[src/hdl/tird_pkg.sv]
`timescale 1ns / 1ps

package tird_pkg;

    localparam int unsigned HDR_BYTES = 12;
    localparam int unsigned CNT_W     = $clog2(HDR_BYTES);

    // Walk phases
    localparam logic [1:0] PH_HEADER = 2'd0;
    localparam logic [1:0] PH_RECORD = 2'd1;
    localparam logic [1:0] PH_DONE   = 2'd2;

    // Status codes
    localparam logic [2:0] ST_OK      = 3'd0;
    localparam logic [2:0] ST_EOF     = 3'd1;
    localparam logic [2:0] ST_UEOF    = 3'd2;
    localparam logic [2:0] ST_FATAL   = 3'd3;
    localparam logic [2:0] ST_FAILREC = 3'd4;
    localparam logic [2:0] ST_BADLEN  = 3'd5;

    // Header type values
    localparam logic [31:0] TYPE_RECORD = 32'd0;
    localparam logic [31:0] TYPE_FILE   = 32'd1;

    // One input item as held in the input register.
    typedef struct packed {
        logic       end_of_input;
        logic [7:0] data_byte;
    } t_item;

    // One result item.
    typedef struct packed {
        logic        recovery_active;
        logic [2:0]  status;
        logic        header_done;
        logic [31:0] logical_offset;
        logic        payload_valid;
        logic [7:0]  data_out;
    } t_result;

endpackage

[src/hdl/tape_image_record_deframer_top.sv]
`timescale 1ns / 1ps

// Tape-image record deframer.
// The slave stream carries the raw file one byte per transfer; s_tlast set
// marks the end of the file and then the byte is ignored. Every input transfer
// yields exactly one result transfer on the master stream: the byte if it was
// record payload (with its logical offset), or a header/drop marker, plus the
// running status and the recovery flag. Headers are checked when their
// twelfth byte arrives; after a stop status every later transfer repeats it.
// The base position register is loaded through i_cfg_we / i_cfg_wdata; the user
// must load it only while the block is idle, as the block does not enforce it.
// An input transfer passes through the input register and then the result
// register before its result shows on m_tvalid, with all header checks done
// in the single logic step between them. Throughput is one byte per cycle
// while the receiver keeps m_tready high. When the receiver holds m_tready low
// the result register keeps its item, one more byte waits in the input
// register, and then s_tready drops until the master side moves again.
// Synchronous reset empties both registers and returns the walker to header
// collection with the base position, counters and the recovery flag at zero.
module tape_image_record_deframer_top (
    input  logic        i_clk,
    input  logic        i_rst_n,
    input  logic        i_cfg_we,
    input  logic [31:0] i_cfg_wdata,
    input  logic        s_tvalid,
    output logic        s_tready,
    input  logic [7:0]  s_tdata,   // [7:0] data_byte
    input  logic        s_tlast,   // end_of_input
    output logic        m_tvalid,
    input  logic        m_tready,
    output logic [47:0] m_tdata,   // [7:0] data_out, [39:8] logical_offset,
                                   // [42:40] status, [43] recovery_active, rest zero
    output logic [1:0]  m_tuser    // [0] payload_valid, [1] header_done
);
    import tird_pkg::*;

    t_item   in_item;
    t_item   held_item;
    logic    held_valid;
    logic    out_ready;
    logic    advance;
    t_result core_result;
    t_result out_result;

    assign in_item.data_byte    = s_tdata;
    assign in_item.end_of_input = s_tlast;

    assign advance = held_valid && out_ready;

    tird_in_reg u_in_reg (
        .i_clk     (i_clk),
        .i_rst_n   (i_rst_n),
        .i_valid   (s_tvalid),
        .o_ready   (s_tready),
        .i_item    (in_item),
        .i_advance (advance),
        .o_valid   (held_valid),
        .o_item    (held_item)
    );

    tird_core u_core (
        .i_clk       (i_clk),
        .i_rst_n     (i_rst_n),
        .i_cfg_we    (i_cfg_we),
        .i_cfg_wdata (i_cfg_wdata),
        .i_step      (advance),
        .i_item      (held_item),
        .o_result    (core_result)
    );

    tird_out_reg u_out_reg (
        .i_clk    (i_clk),
        .i_rst_n  (i_rst_n),
        .i_valid  (held_valid),
        .o_ready  (out_ready),
        .i_result (core_result),
        .o_valid  (m_tvalid),
        .i_ready  (m_tready),
        .o_result (out_result)
    );

    assign m_tdata = {4'b0000, out_result.recovery_active, out_result.status,
                      out_result.logical_offset, out_result.data_out};
    assign m_tuser = {out_result.header_done, out_result.payload_valid};

endmodule

[src/hdl/tird_in_reg.sv]
`timescale 1ns / 1ps

module tird_in_reg (
    input  logic                 i_clk,
    input  logic                 i_rst_n,
    input  logic                 i_valid,
    output logic                 o_ready,
    input  tird_pkg::t_item      i_item,
    input  logic                 i_advance,
    output logic                 o_valid,
    output tird_pkg::t_item      o_item
);
    import tird_pkg::*;

    logic  r_valid;
    t_item r_item;

    // The register takes a new byte when it is empty or its byte moves on this cycle.
    assign o_ready = !r_valid || i_advance;

    always_ff @(posedge i_clk) begin
        if (!i_rst_n) begin
            r_valid <= 1'b0;
        end else if (o_ready) begin
            r_valid <= i_valid;
        end
    end

    always_ff @(posedge i_clk) begin
        if (o_ready && i_valid) begin
            r_item <= i_item;
        end
    end

    assign o_valid = r_valid;
    assign o_item  = r_item;

endmodule

[src/hdl/tird_core.sv]
`timescale 1ns / 1ps

module tird_core (
    input  logic                 i_clk,
    input  logic                 i_rst_n,
    input  logic                 i_cfg_we,
    input  logic [31:0]          i_cfg_wdata,
    input  logic                 i_step,
    input  tird_pkg::t_item      i_item,
    output tird_pkg::t_result    o_result
);
    import tird_pkg::*;

    logic [7:0]       r_hdr [HDR_BYTES-1];
    logic [CNT_W-1:0] r_cnt,      n_cnt;
    logic [31:0]      r_left,     n_left;
    logic [31:0]      r_last,     n_last;
    logic [31:0]      r_earlier,  n_earlier;
    logic [1:0]       r_seen,     n_seen;
    logic             r_rec,      n_rec;
    logic [1:0]       r_phase,    n_phase;
    logic [31:0]      r_logical,  n_logical;
    logic [2:0]       r_final,    n_final;
    logic [31:0]      r_base,     n_base;

    logic [31:0] hdr_type;
    logic [31:0] hdr_prev;
    logic [31:0] hdr_next;
    logic [33:0] rec_len;
    logic        hdr_write;

    // The last header byte is used straight from the input, never stored.
    always_comb begin
        hdr_type = {r_hdr[3], r_hdr[2], r_hdr[1], r_hdr[0]};
        hdr_prev = {r_hdr[7], r_hdr[6], r_hdr[5], r_hdr[4]};
        hdr_next = {i_item.data_byte, r_hdr[10], r_hdr[9], r_hdr[8]};
        rec_len  = {2'b00, hdr_next} - {2'b00, r_last} - 34'(HDR_BYTES);
    end

    assign hdr_write = i_step && (r_phase == PH_HEADER) && !i_item.end_of_input
                       && (r_cnt != CNT_W'(HDR_BYTES - 1));

    always_comb begin
        logic       stop;
        logic [2:0] st;

        n_cnt     = r_cnt;
        n_left    = r_left;
        n_last    = r_last;
        n_earlier = r_earlier;
        n_seen    = r_seen;
        n_rec     = r_rec;
        n_phase   = r_phase;
        n_logical = r_logical;
        n_final   = r_final;
        n_base    = r_base;
        stop      = 1'b0;
        st        = ST_OK;

        o_result                 = '0;
        o_result.logical_offset  = r_logical;

        if (i_step) begin
            if (r_phase == PH_DONE) begin
                st = r_final;
            end else if (i_item.end_of_input) begin
                st   = (r_phase == PH_HEADER && r_cnt == '0) ? ST_EOF : ST_UEOF;
                stop = 1'b1;
            end else if (r_phase == PH_RECORD) begin
                o_result.data_out      = i_item.data_byte;
                o_result.payload_valid = 1'b1;
                n_logical = r_logical + 32'd1;
                n_left    = r_left - 32'd1;
                if (r_left == 32'd1) begin
                    n_phase = PH_HEADER;
                end
            end else if (r_cnt != CNT_W'(HDR_BYTES - 1)) begin
                n_cnt = r_cnt + CNT_W'(1);
            end else begin
                n_cnt = '0;
                o_result.header_done = 1'b1;
                // Checks run in a fixed order; the first stopping one sets the status.
                if (hdr_type != TYPE_RECORD && hdr_type != TYPE_FILE) begin
                    if (n_rec) begin
                        stop = 1'b1;
                        st   = ST_FAILREC;
                    end else begin
                        n_rec = 1'b1;
                    end
                end
                if (!stop && hdr_next <= hdr_prev) begin
                    stop = 1'b1;
                    st   = ST_FATAL;
                end
                if (!stop) begin
                    if (r_seen >= 2'd2) begin
                        if (hdr_prev != r_earlier) begin
                            if (n_rec) begin
                                stop = 1'b1;
                                st   = ST_FAILREC;
                            end else begin
                                n_rec = 1'b1;
                            end
                        end
                    end else if (n_rec && r_seen == 2'd1 && hdr_prev != r_base) begin
                        stop = 1'b1;
                        st   = ST_FAILREC;
                    end
                end
                if (!stop && rec_len[33]) begin
                    stop = 1'b1;
                    st   = ST_BADLEN;
                end
                if (!stop) begin
                    n_earlier = r_last;
                    n_last    = hdr_next;
                    if (r_seen < 2'd2) begin
                        n_seen = r_seen + 2'd1;
                    end
                    if (hdr_type == TYPE_FILE) begin
                        stop = 1'b1;
                        st   = ST_EOF;
                    end else begin
                        n_left  = rec_len[31:0];
                        n_phase = (rec_len[31:0] == 32'd0) ? PH_HEADER : PH_RECORD;
                    end
                end
            end
            if (stop) begin
                n_phase = PH_DONE;
                n_final = st;
            end
        end

        if (i_cfg_we) begin
            n_base = i_cfg_wdata;
            if (r_seen == 2'd0) begin
                n_last    = i_cfg_wdata;
                n_earlier = i_cfg_wdata;
            end
        end

        o_result.status          = st;
        o_result.recovery_active = n_rec;
    end

    always_ff @(posedge i_clk) begin
        if (!i_rst_n) begin
            r_cnt     <= '0;
            r_left    <= '0;
            r_last    <= '0;
            r_earlier <= '0;
            r_seen    <= '0;
            r_rec     <= 1'b0;
            r_phase   <= PH_HEADER;
            r_logical <= '0;
            r_final   <= ST_OK;
            r_base    <= '0;
        end else begin
            r_cnt     <= n_cnt;
            r_left    <= n_left;
            r_last    <= n_last;
            r_earlier <= n_earlier;
            r_seen    <= n_seen;
            r_rec     <= n_rec;
            r_phase   <= n_phase;
            r_logical <= n_logical;
            r_final   <= n_final;
            r_base    <= n_base;
        end
    end

    always_ff @(posedge i_clk) begin
        if (hdr_write) begin
            r_hdr[r_cnt] <= i_item.data_byte;
        end
    end

endmodule

[src/hdl/tird_out_reg.sv]
`timescale 1ns / 1ps

module tird_out_reg (
    input  logic                 i_clk,
    input  logic                 i_rst_n,
    input  logic                 i_valid,
    output logic                 o_ready,
    input  tird_pkg::t_result    i_result,
    output logic                 o_valid,
    input  logic                 i_ready,
    output tird_pkg::t_result    o_result
);
    import tird_pkg::*;

    logic    r_valid;
    t_result r_result;

    assign o_ready = !r_valid || i_ready;

    always_ff @(posedge i_clk) begin
        if (!i_rst_n) begin
            r_valid <= 1'b0;
        end else if (o_ready) begin
            r_valid <= i_valid;
        end
    end

    always_ff @(posedge i_clk) begin
        if (o_ready && i_valid) begin
            r_result <= i_result;
        end
    end

    assign o_valid  = r_valid;
    assign o_result = r_result;

endmodule

[config.mk]
export PLATFORM = sky130hd
export DESIGN_NAME = tape_image_record_deframer_top
export DESIGN_NICKNAME = d
export VERILOG_FILES = /design/src/hdl/tird_pkg.sv /design/src/hdl/tape_image_record_deframer_top.sv /design/src/hdl/tird_in_reg.sv /design/src/hdl/tird_core.sv /design/src/hdl/tird_out_reg.sv
export SDC_FILE = /design/constraint.sdc
export NUM_CORES = 1
export LEC_CHECK = 0
export ABC_CLOCK_PERIOD_IN_PS = 8700
export BUFFER_PORTS_ARGS = -buffer_cell sky130_fd_sc_hd__buf_2
export CELL_PAD_IN_SITES_DETAIL_PLACEMENT = 0
export CELL_PAD_IN_SITES_GLOBAL_PLACEMENT = 1
export CORE_UTILIZATION = 52
export DETAILED_ROUTE_END_ITERATION = 8
export PLACE_DENSITY_LB_ADDON = 0.1
export SLEW_MARGIN = 20
export SYNTH_ARGS = -nofsm -noshare
export SYNTH_HDL_FRONTEND = slang
export SYNTH_SLANG_ARGS = --single-unit
[constraint.sdc]
create_clock -name i_clk -period 8.7 [get_ports i_clk]
set_input_delay 0.87 -clock i_clk [delete_from_list [all_inputs] [get_ports i_clk]]
set_output_delay 0.87 -clock i_clk [all_outputs]
set_load 0.1 [all_outputs]
==> out/metrics.cfg, run 1 <==
[run_status]
status=finished, final reports clean

[critical_path]
crit_path_end_kind=flip-flop
regToRegSetupSlack_ns=3.38
cp-start-kind=flip-flop
crit_required_ns=9.14
crit_start=u_core.r_hdr[8][0]
path_class=flip-flop to flip-flop
worstRegToRegCells=17
reg2reg_to=u_core.r_last[10]
cp_max_fo=64
timing.critical_path.to=u_core.r_last[10]
regToRegStartpoint=u_core.r_hdr[8][0]
crit_arrival_ns=5.76

[synth]
yosys.area.top_type_share_pct=25.4
synthTopCellsByCount=nand2_1, dfxtp_1, nor2_1
synthCells=1821
synth-seq-area-share_pct=45.9
synthFlopType=dfxtp_1
yosys.area.top_type=edfxtp_1
yosysMostFrequentCell=nand2_1
syn-cell-area_sq_um=16900
synth_area_leaders=edfxtp_1, dfxtp_1, ha_1
synth-seq-cells=317
synth_cell_type_count=83
syn_area_per_cell_sq_um=9.30
synth-edff-count=143
synth_warnings=0
async_reset_ff_share_pct=0

[clock_network]
cts_resized=0
clock_latency_ns=0.54
cts-buffers-inserted=36
hold_buffers=0
cts.sinks=317
cts_root_buffer=clkbuf_16
post_cts_buffers=0
cts_tree=yes
clock_path_buffers=3
clk_transition_reported_paths_ns=0.06
htree_levels=2

[timing]
finClkSkew_ns=0.0273
rsz0062_at_grt=false
fmax_mhz=188
finalCritPeriodShare_pct=61.1
timing.slew.headroom_pct=26.4
tns_ns=0
worst_pin_slew_ns=1.10
period_minus_slack_ns=5.32
finalHoldViolations=0
finalSetupViolations=0
slew_viol_final=0

[layout]
drive_gt1_share_pct=10.5
fin_util_pct=59.6
nNetsFinal=2017
syn2layout_area_growth_pct=12.0
diodes=0
seq_area_sq_um=7780
multi_input_area_sq_um=8470
final_cell_area_sq_um=19000
fillers=2843

[global_routing]
antenna_found_initial=2
gr-usage-met2_pct=46.1
grt-ovfl-total=0
grt_pass1_vias=13400
grtUsageMet3_pct=4.25
grt_pass1_wl_mm=73.0
gr-usage-met1_pct=38.2
grt_start_max_net_pins=70
grt_use_total_pct=28.0
grt_busiest_layer=met2

[power]
peakVddDrop_v=0.000205
power_density_nw_per_um2=196
leakage_nw=7.08

[floorplanning]
num_rows=65
die_area_sq_um=33300
io_pins=98
start_util_pct=53.2
die_h_microns=182
fp.coreArea_sq_um=31800
chipWidth_microns=182

[routing]
drt_iter0_drc=889
routed_via_density=5.88
routed_wl_mm=46.0
drc=0
vias=13800
firstDrtPassIters=5
ant_nets=0
routed_wire_length_per_instance_microns=19.6

[worst_hold_path]
holdCritPathClass=flip-flop to flip-flop

[placed_design]
placed_area_sq_um=17700
gp_congestion=0.896
dpl.hpwl_mm=32.3
port_buffers=93

[flow_run]
maxCapViolations=0

[worst max-delay path, stage by stage, from the launching register on]
cell and delay, ns:
edfxtp_1 0.37, inv_1 0.09, ha_1 0.16, inv_1 0.06, fa_1 0.49, a21o_1 0.22, a221oi_2 0.44, xnor2_1 0.24
a2111oi_4 0.31, nor3b_4 0.32, nand4b_2 0.24, nor4_4 0.52, nand4_2 0.31, o211ai_2 0.34, or3_2 0.17, buf_4 0.57
nand2_1 0.14, a31oi_1 0.20
[stage by stage]
| step | std cells | setup slack, ns | power (mW) | hold slack [ns] |
|---|---|---|---|---|
| 6_report | 2353 | 3.38 | 3.72 | 0.447 |
| 5_1_grt | 2353 | 2.85 | 3.86 | 0.456 |
| 4_1_cts | 2353 | 3.41 | 3.75 | 0.450 |
| 3_5_place_dp | 2287 | 3.40 | 2.19 | 0.434 |
| 3_3_place_gp | 2287 | 3.25 | 2.19 | 0.438 |
| 2_1_floorplan | 1824 | 4.49 | 2.06 | 0.428 |
[layer usage]
| metal | up-vias | part of all wire, % |
|---|---|---|
| met5 | - | 0 |
| li1 | 6671 | - |
| met2 | 359 | 47 |
| met4 | 0 | 2.2 |
| met1 | 6737 | 45 |
| met3 | 72 | 5.6 |
[sequential cells by signal (all words and copies together), names as in the netlist]
signal              flops
u_core.r_base          32
u_in_reg.o_valid        1
u_core.r_phase          2
u_core.r_hdr           88
u_core.r_logical       32
u_core.r_seen           2
u_in_reg.o_item         9
u_core.r_earlier       32
u_core.r_last          32
u_core.r_cnt            4
u_core.r_final          3
u_core.r_rec            1
u_out_reg.o_result     46
u_out_reg.o_valid       1
u_core.r_left          32
[report_power, final]
part           internal [mW]  switching [mW]  leakage (nW)
sequential              1.60          0.0335          2.73
clock                  0.945           0.607         0.600
combinational          0.162           0.368          3.76
total                   2.71            1.01          7.08
[cells in the final DEF (no fill, tap or decap), types with 41 or more instances in the layout]
master    synthesis  final
nor2_1          162    162
dfxtp_1         174    174
nand2_1         247    246
xor2_1           41     41
inv_1            89     87
ha_1             80     79
buf_2             6     93
a21oi_1          96     96
a31oi_1          68     68
nand4_1          44     44
xnor2_1          98     98
o21ai_0          79     79
edfxtp_1        143    143
[logic make-up (layout without fill, tap and decap cells)]
group / Yosys count / after routing / synth area share (%)
AO/OA/AOI/OAI: 408 / 408 / 15.5
AND/OR/NAND/NOR: 662 / 662 / 18.6
multiplexers: 39 / 39 / 2.33
adder cells (fa/ha/maj): 82 / 82 / 6.09
flip-flops: 317 / 317 / 45.9
XOR/XNOR: 139 / 139 / 7.19
other: 1 / 4 / 0.0221
buffers and inverters: 173 / 267 / 4.30
[how the worst min path moves through the flow]
stage,startpoint,end,cells past startpoint
after global routing,u_core.r_logical[31],u_out_reg.o_result[40],0
after global placement,u_core.r_logical[31],u_out_reg.o_result[40],0
after detailed placement,u_core.r_logical[31],u_out_reg.o_result[40],0
final,u_core.r_logical[31],u_out_reg.o_result[40],0
after floorplan,u_core.r_logical[31],u_out_reg.o_result[40],0
after CTS,u_core.r_logical[31],u_out_reg.o_result[40],0
[area by class of cell]
class                   instances  share of cell area [%]
multi-input cells            1334                    44.7
flip-flops and latches        317                    41.0
clock buffers                  54                    5.65
inverters                      89                    1.77
well taps                     435                    2.87
repair buffers                112                    3.21
clock inverters                12                   0.818
No activity file was read; power rests on OpenSTA's default activity.
==> inputs of run 2 (changes only) <==
Settings changed: ABC_AREA set to 1, ABC_CLOCK_PERIOD_IN_PS 8700 to 5200, CORE_UTILIZATION 52 to 46.
Clock period 8.7 ns to 5.2 ns, I/O delays scaled along.
==> run 2 against run 1 <==
  * Die area grew 26%
  * Clock-buffer cell count shrank 8
  * Hold slack lost 0.32 ns
  * Total power grew 72%
  * Clock power grew 69%
  * Sequential share of layout area shrank 4.1 points
  * Non-clock buffer count grew 4
  * Sequential power grew 68%
  * Design area grew 11%
  * Critical path depth grew 10
  * Wire length grew 21%
  * Setup slack lost 2.5 ns
==> out/metrics.cfg, run 2 <==
[power]
p_seq_share_pct=43.0  ; was 44.0%
power.internal_mw=4.51  ; was 2.71 mW
power_mw=6.39  ; was 3.72 mW
leakage_nw=9.79  ; was 7.08 nW
switching_share_pct=29.4  ; was 27.1%
peakVddDrop_v=0.000244  ; was 0.000205 V
power_density_nw_per_um2=303  ; was 196 nW/um^2
power_frac_clock_pct=40.9  ; was 41.7%
power_frac_comb_pct=16.0  ; was 14.3%
power.switching_mw=1.88  ; was 1.01 mW

[floorplanning]
die_area_sq_um=41900  ; was 33300 sq um
fp.coreArea_sq_um=40100  ; was 31800 sq um
num_rows=73  ; was 65
io_pins=98  ; unchanged
chipWidth_microns=205  ; was 182 microns
start_util_pct=47.1  ; was 53.2%
die_h_microns=205  ; was 182 microns

[layout]
final_cell_area_sq_um=21100  ; was 19000 sq um
diodes=0  ; unchanged
syn2layout_area_growth_pct=11.4  ; was 12.0%
top_register=u_core.r_hdr  ; unchanged
largest_register_ffs=88  ; unchanged
multi_input_area_sq_um=9170  ; was 8470 sq um
final_common_cell=nand2_1  ; unchanged
nNetsFinal=2772  ; was 2017
final_cell_mix=nand2_1, inv_1, nor2_1  ; was nand2_1, dfxtp_1, nor2_1
fillers=4000  ; was 2843
fin_util_pct=52.5  ; was 59.6%
drive_gt1_share_pct=11.9  ; was 10.5%
fin_cells=3198  ; was 2353
seq_area_sq_um=7780  ; unchanged

[global_routing]
antenna_found_initial=1  ; was 2
grt_pass1_wl_mm=87.0  ; was 73.0 mm
grt_start_max_net_pins=70  ; unchanged
grt-ovfl-total=0  ; unchanged
grt_use_total_pct=27.0  ; was 28.0%
grt_pass1_vias=16000  ; was 13400

[routing]
drt_iter0_drc=1203  ; was 889
routed_wl_mm=55.5  ; was 46.0 mm
firstDrtPassIters=5  ; unchanged
drc=0  ; unchanged
vias=16800  ; was 13800
routed_wire_length_per_instance_microns=17.4  ; was 19.6 microns
routed_via_density=5.26  ; was 5.88
ant_nets=0  ; unchanged

[timing]
finClkSkew_ns=0.0170  ; was 0.0273 ns
tns_ns=0  ; unchanged
finalCritPeriodShare_pct=82.7  ; was 61.1%
timing.slew.headroom_pct=28.0  ; was 26.4%
finalSetupViolations=0  ; unchanged
rsz0062_at_grt=false  ; unchanged
fmax_mhz=232  ; was 188 MHz
period_minus_slack_ns=4.30  ; was 5.32 ns
slew_viol_final=0  ; unchanged
worst_pin_slew_ns=1.07  ; was 1.10 ns
finalHoldViolations=0  ; unchanged

[synth]
synthCells=2553  ; was 1821
synthSimpleGateAreaFrac_pct=28.7  ; was 18.6%
synthFlopType=dfxtp_1  ; unchanged
synth-compound-area-share_pct=11.7  ; was 15.5%
synth-seq-area-share_pct=41.1  ; was 45.9%
synth_area_leaders=edfxtp_1, dfxtp_1, nand2_1  ; was edfxtp_1, dfxtp_1, ha_1
synthTopCellsByCount=nand2_1, inv_1, nor2_1  ; was nand2_1, dfxtp_1, nor2_1
yosysMostFrequentCell=nand2_1  ; unchanged
synth_top_family_by_area=simple AND/OR/NAND/NOR gates  ; unchanged
syn-cell-area_sq_um=18900  ; was 16900 sq um
yosys.area.top_type_share_pct=22.7  ; was 25.4%
yosys.area.top_type=edfxtp_1  ; unchanged
muxShareOfSynthArea_pct=0  ; was 2.33%
synth_warnings=0  ; unchanged
syn_area_per_cell_sq_um=7.40  ; was 9.30 sq um
synth_xor_area_share_pct=2.50  ; was 7.19%
async_reset_ff_share_pct=0  ; unchanged
synth_cell_type_count=56  ; was 83
synth-edff-count=143  ; unchanged
synthAdderAreaFrac_pct=5.40  ; was 6.09%
synth-seq-cells=317  ; unchanged

[critical_path]
slowest_stage=fa_1  ; was buf_4
cp-start-kind=flip-flop  ; unchanged
crit_path_end_kind=flip-flop  ; unchanged
regToRegStartpoint=u_core.r_hdr[8][0]  ; unchanged
regToRegSetupSlack_ns=0.90  ; was 3.38 ns
cpMostUsedCell=nand2_1  ; was inv_1
reg2reg_to=u_core.r_last[30]  ; was u_core.r_last[10]
crit_path_max_incr_delay_ns=0.50  ; was 0.57 ns
crit_buf_inv=6  ; was 3
worstRegToRegCells=27  ; was 17
path_class=flip-flop to flip-flop  ; unchanged
crit_arrival_ns=4.75  ; was 5.76 ns
cp_max_fo=41  ; was 64
crit_family=simple AND/OR/NAND/NOR gates  ; unchanged
crit_required_ns=5.65  ; was 9.14 ns

[flow_run]
maxCapViolations=0  ; unchanged

[clock_network]
clock_path_buffers=3  ; unchanged
cts.sinks=317  ; unchanged
clock_latency_ns=0.56  ; was 0.54 ns
cts_root_buffer=clkbuf_16  ; unchanged
cts_tree=yes  ; unchanged
post_cts_buffers=0  ; unchanged
cts_resized=0  ; unchanged
clk_transition_reported_paths_ns=0.06  ; about the same
hold_buffers=0  ; unchanged
cts-buffers-inserted=36  ; unchanged
htree_levels=2  ; unchanged

[placed_design]
port_buffers=93  ; unchanged
place_inst=3132  ; was 2287
gp_congestion=0.895  ; was 0.896
placed_area_sq_um=19800  ; was 17700 sq um
dpl.hpwl_mm=42.8  ; was 32.3 mm

[run_status]
status=finished, final reports clean  ; unchanged

[worst_hold_path]
holdPathEnd=u_in_reg.o_item[3]  ; was u_out_reg.o_result[40]
holdPathStages=1  ; was 0
min-delay-start=s_tdata[3]  ; was u_core.r_logical[31]
holdCritPathClass=input pin to flip-flop  ; was flip-flop to flip-flop

## run 2: layout make-up
class / instances / area share (%)
tap: 525 / 3.12
inverter: 423 / 7.55
clock buffer: 46 / 4.60
multi-input combinational: 1751 / 43.5
timing repair buffer: 116 / 3.15
sequential: 317 / 36.9
clock inverter: 20 / 1.11
## run 2: logic make-up (layout without fill, tap and decap cells)
| logic type | count (synthesis) | count (layout) |
|---|---|---|
| AND/OR/NAND/NOR | 1223 | 1223 |
| buffers and inverters | 488 | 605 |
| AO/OA/AOI/OAI | 389 | 389 |
| flip-flops | 317 | 317 |
| adder cells (fa/ha/maj) | 81 | 81 |
| XOR/XNOR | 54 | 54 |
| other | 1 | 4 |
## run 2: worst register-to-register path, stage by stage (launching register included)
cell,delay [ns]
edfxtp_1,0.36
inv_1,0.12
ha_1,0.28
inv_1,0.14
fa_1,0.50
nand2_1,0.10
inv_2,0.04
nand2_1,0.08
nand2_2,0.08
nand2_1,0.09
nand2_2,0.08
nand2_1,0.11
nand2_1,0.08
nand2_1,0.06
nand2_1,0.08
nor2_1,0.18
nand2_4,0.09
nor2_8,0.14
nand3_4,0.10
nor2_4,0.14
nor2_4,0.05
nand2_4,0.06
inv_4,0.11
nand2_4,0.43
buf_4,0.35
o21ai_0,0.11
o21ai_0,0.17
inv_1,0.05
## run 2: routing by layer
layer  track usage [%]  up-vias  share of wire, %
li1                  -     8471                 -
met1              36.9     7862                46
met2              43.6      401                45
met3              4.80       86               5.9
met4              7.94        0               2.7
met5                 0        -                 0
## run 2: power groups by stage
stage | logic, mW | clock network, mW | registers (mW)
4_1_cts | 1.02 | 2.67 | 2.75
3_5_place_dp | 1.02 | 0 | 2.80
2_1_floorplan | 0.640 | 0 | 2.90
5_1_grt | 1.14 | 2.76 | 2.76
6_report | 1.02 | 2.62 | 2.75
3_3_place_gp | 1.01 | 0 | 2.80
## run 2: how the worst max path moves through the flow
stage / from / cells past startpoint / endpoint
after floorplan: u_core.r_hdr[8][0] / 28 / u_core.r_last[0]
after global placement: u_core.r_hdr[8][0] / 27 / u_core.r_last[30]
after detailed placement: u_core.r_hdr[8][0] / 27 / u_core.r_last[30]
after CTS: u_core.r_hdr[8][0] / 27 / u_core.r_last[30]
after global routing: u_core.r_hdr[8][0] / 27 / u_core.r_last[28]
final: u_core.r_hdr[8][0] / 27 / u_core.r_last[30]
## run 2: through the flow
| step | hold slack (ns) | worst slack [ns] |
|---|---|---|
| 2_1_floorplan | 0.408 | 2.05 |
| 3_3_place_gp | 0.421 | 1.03 |
| 3_5_place_dp | 0.423 | 0.947 |
| 4_1_cts | 0.107 | 0.924 |
| 5_1_grt | 0.110 | 0.499 |
| 6_report | 0.132 | 0.898 |
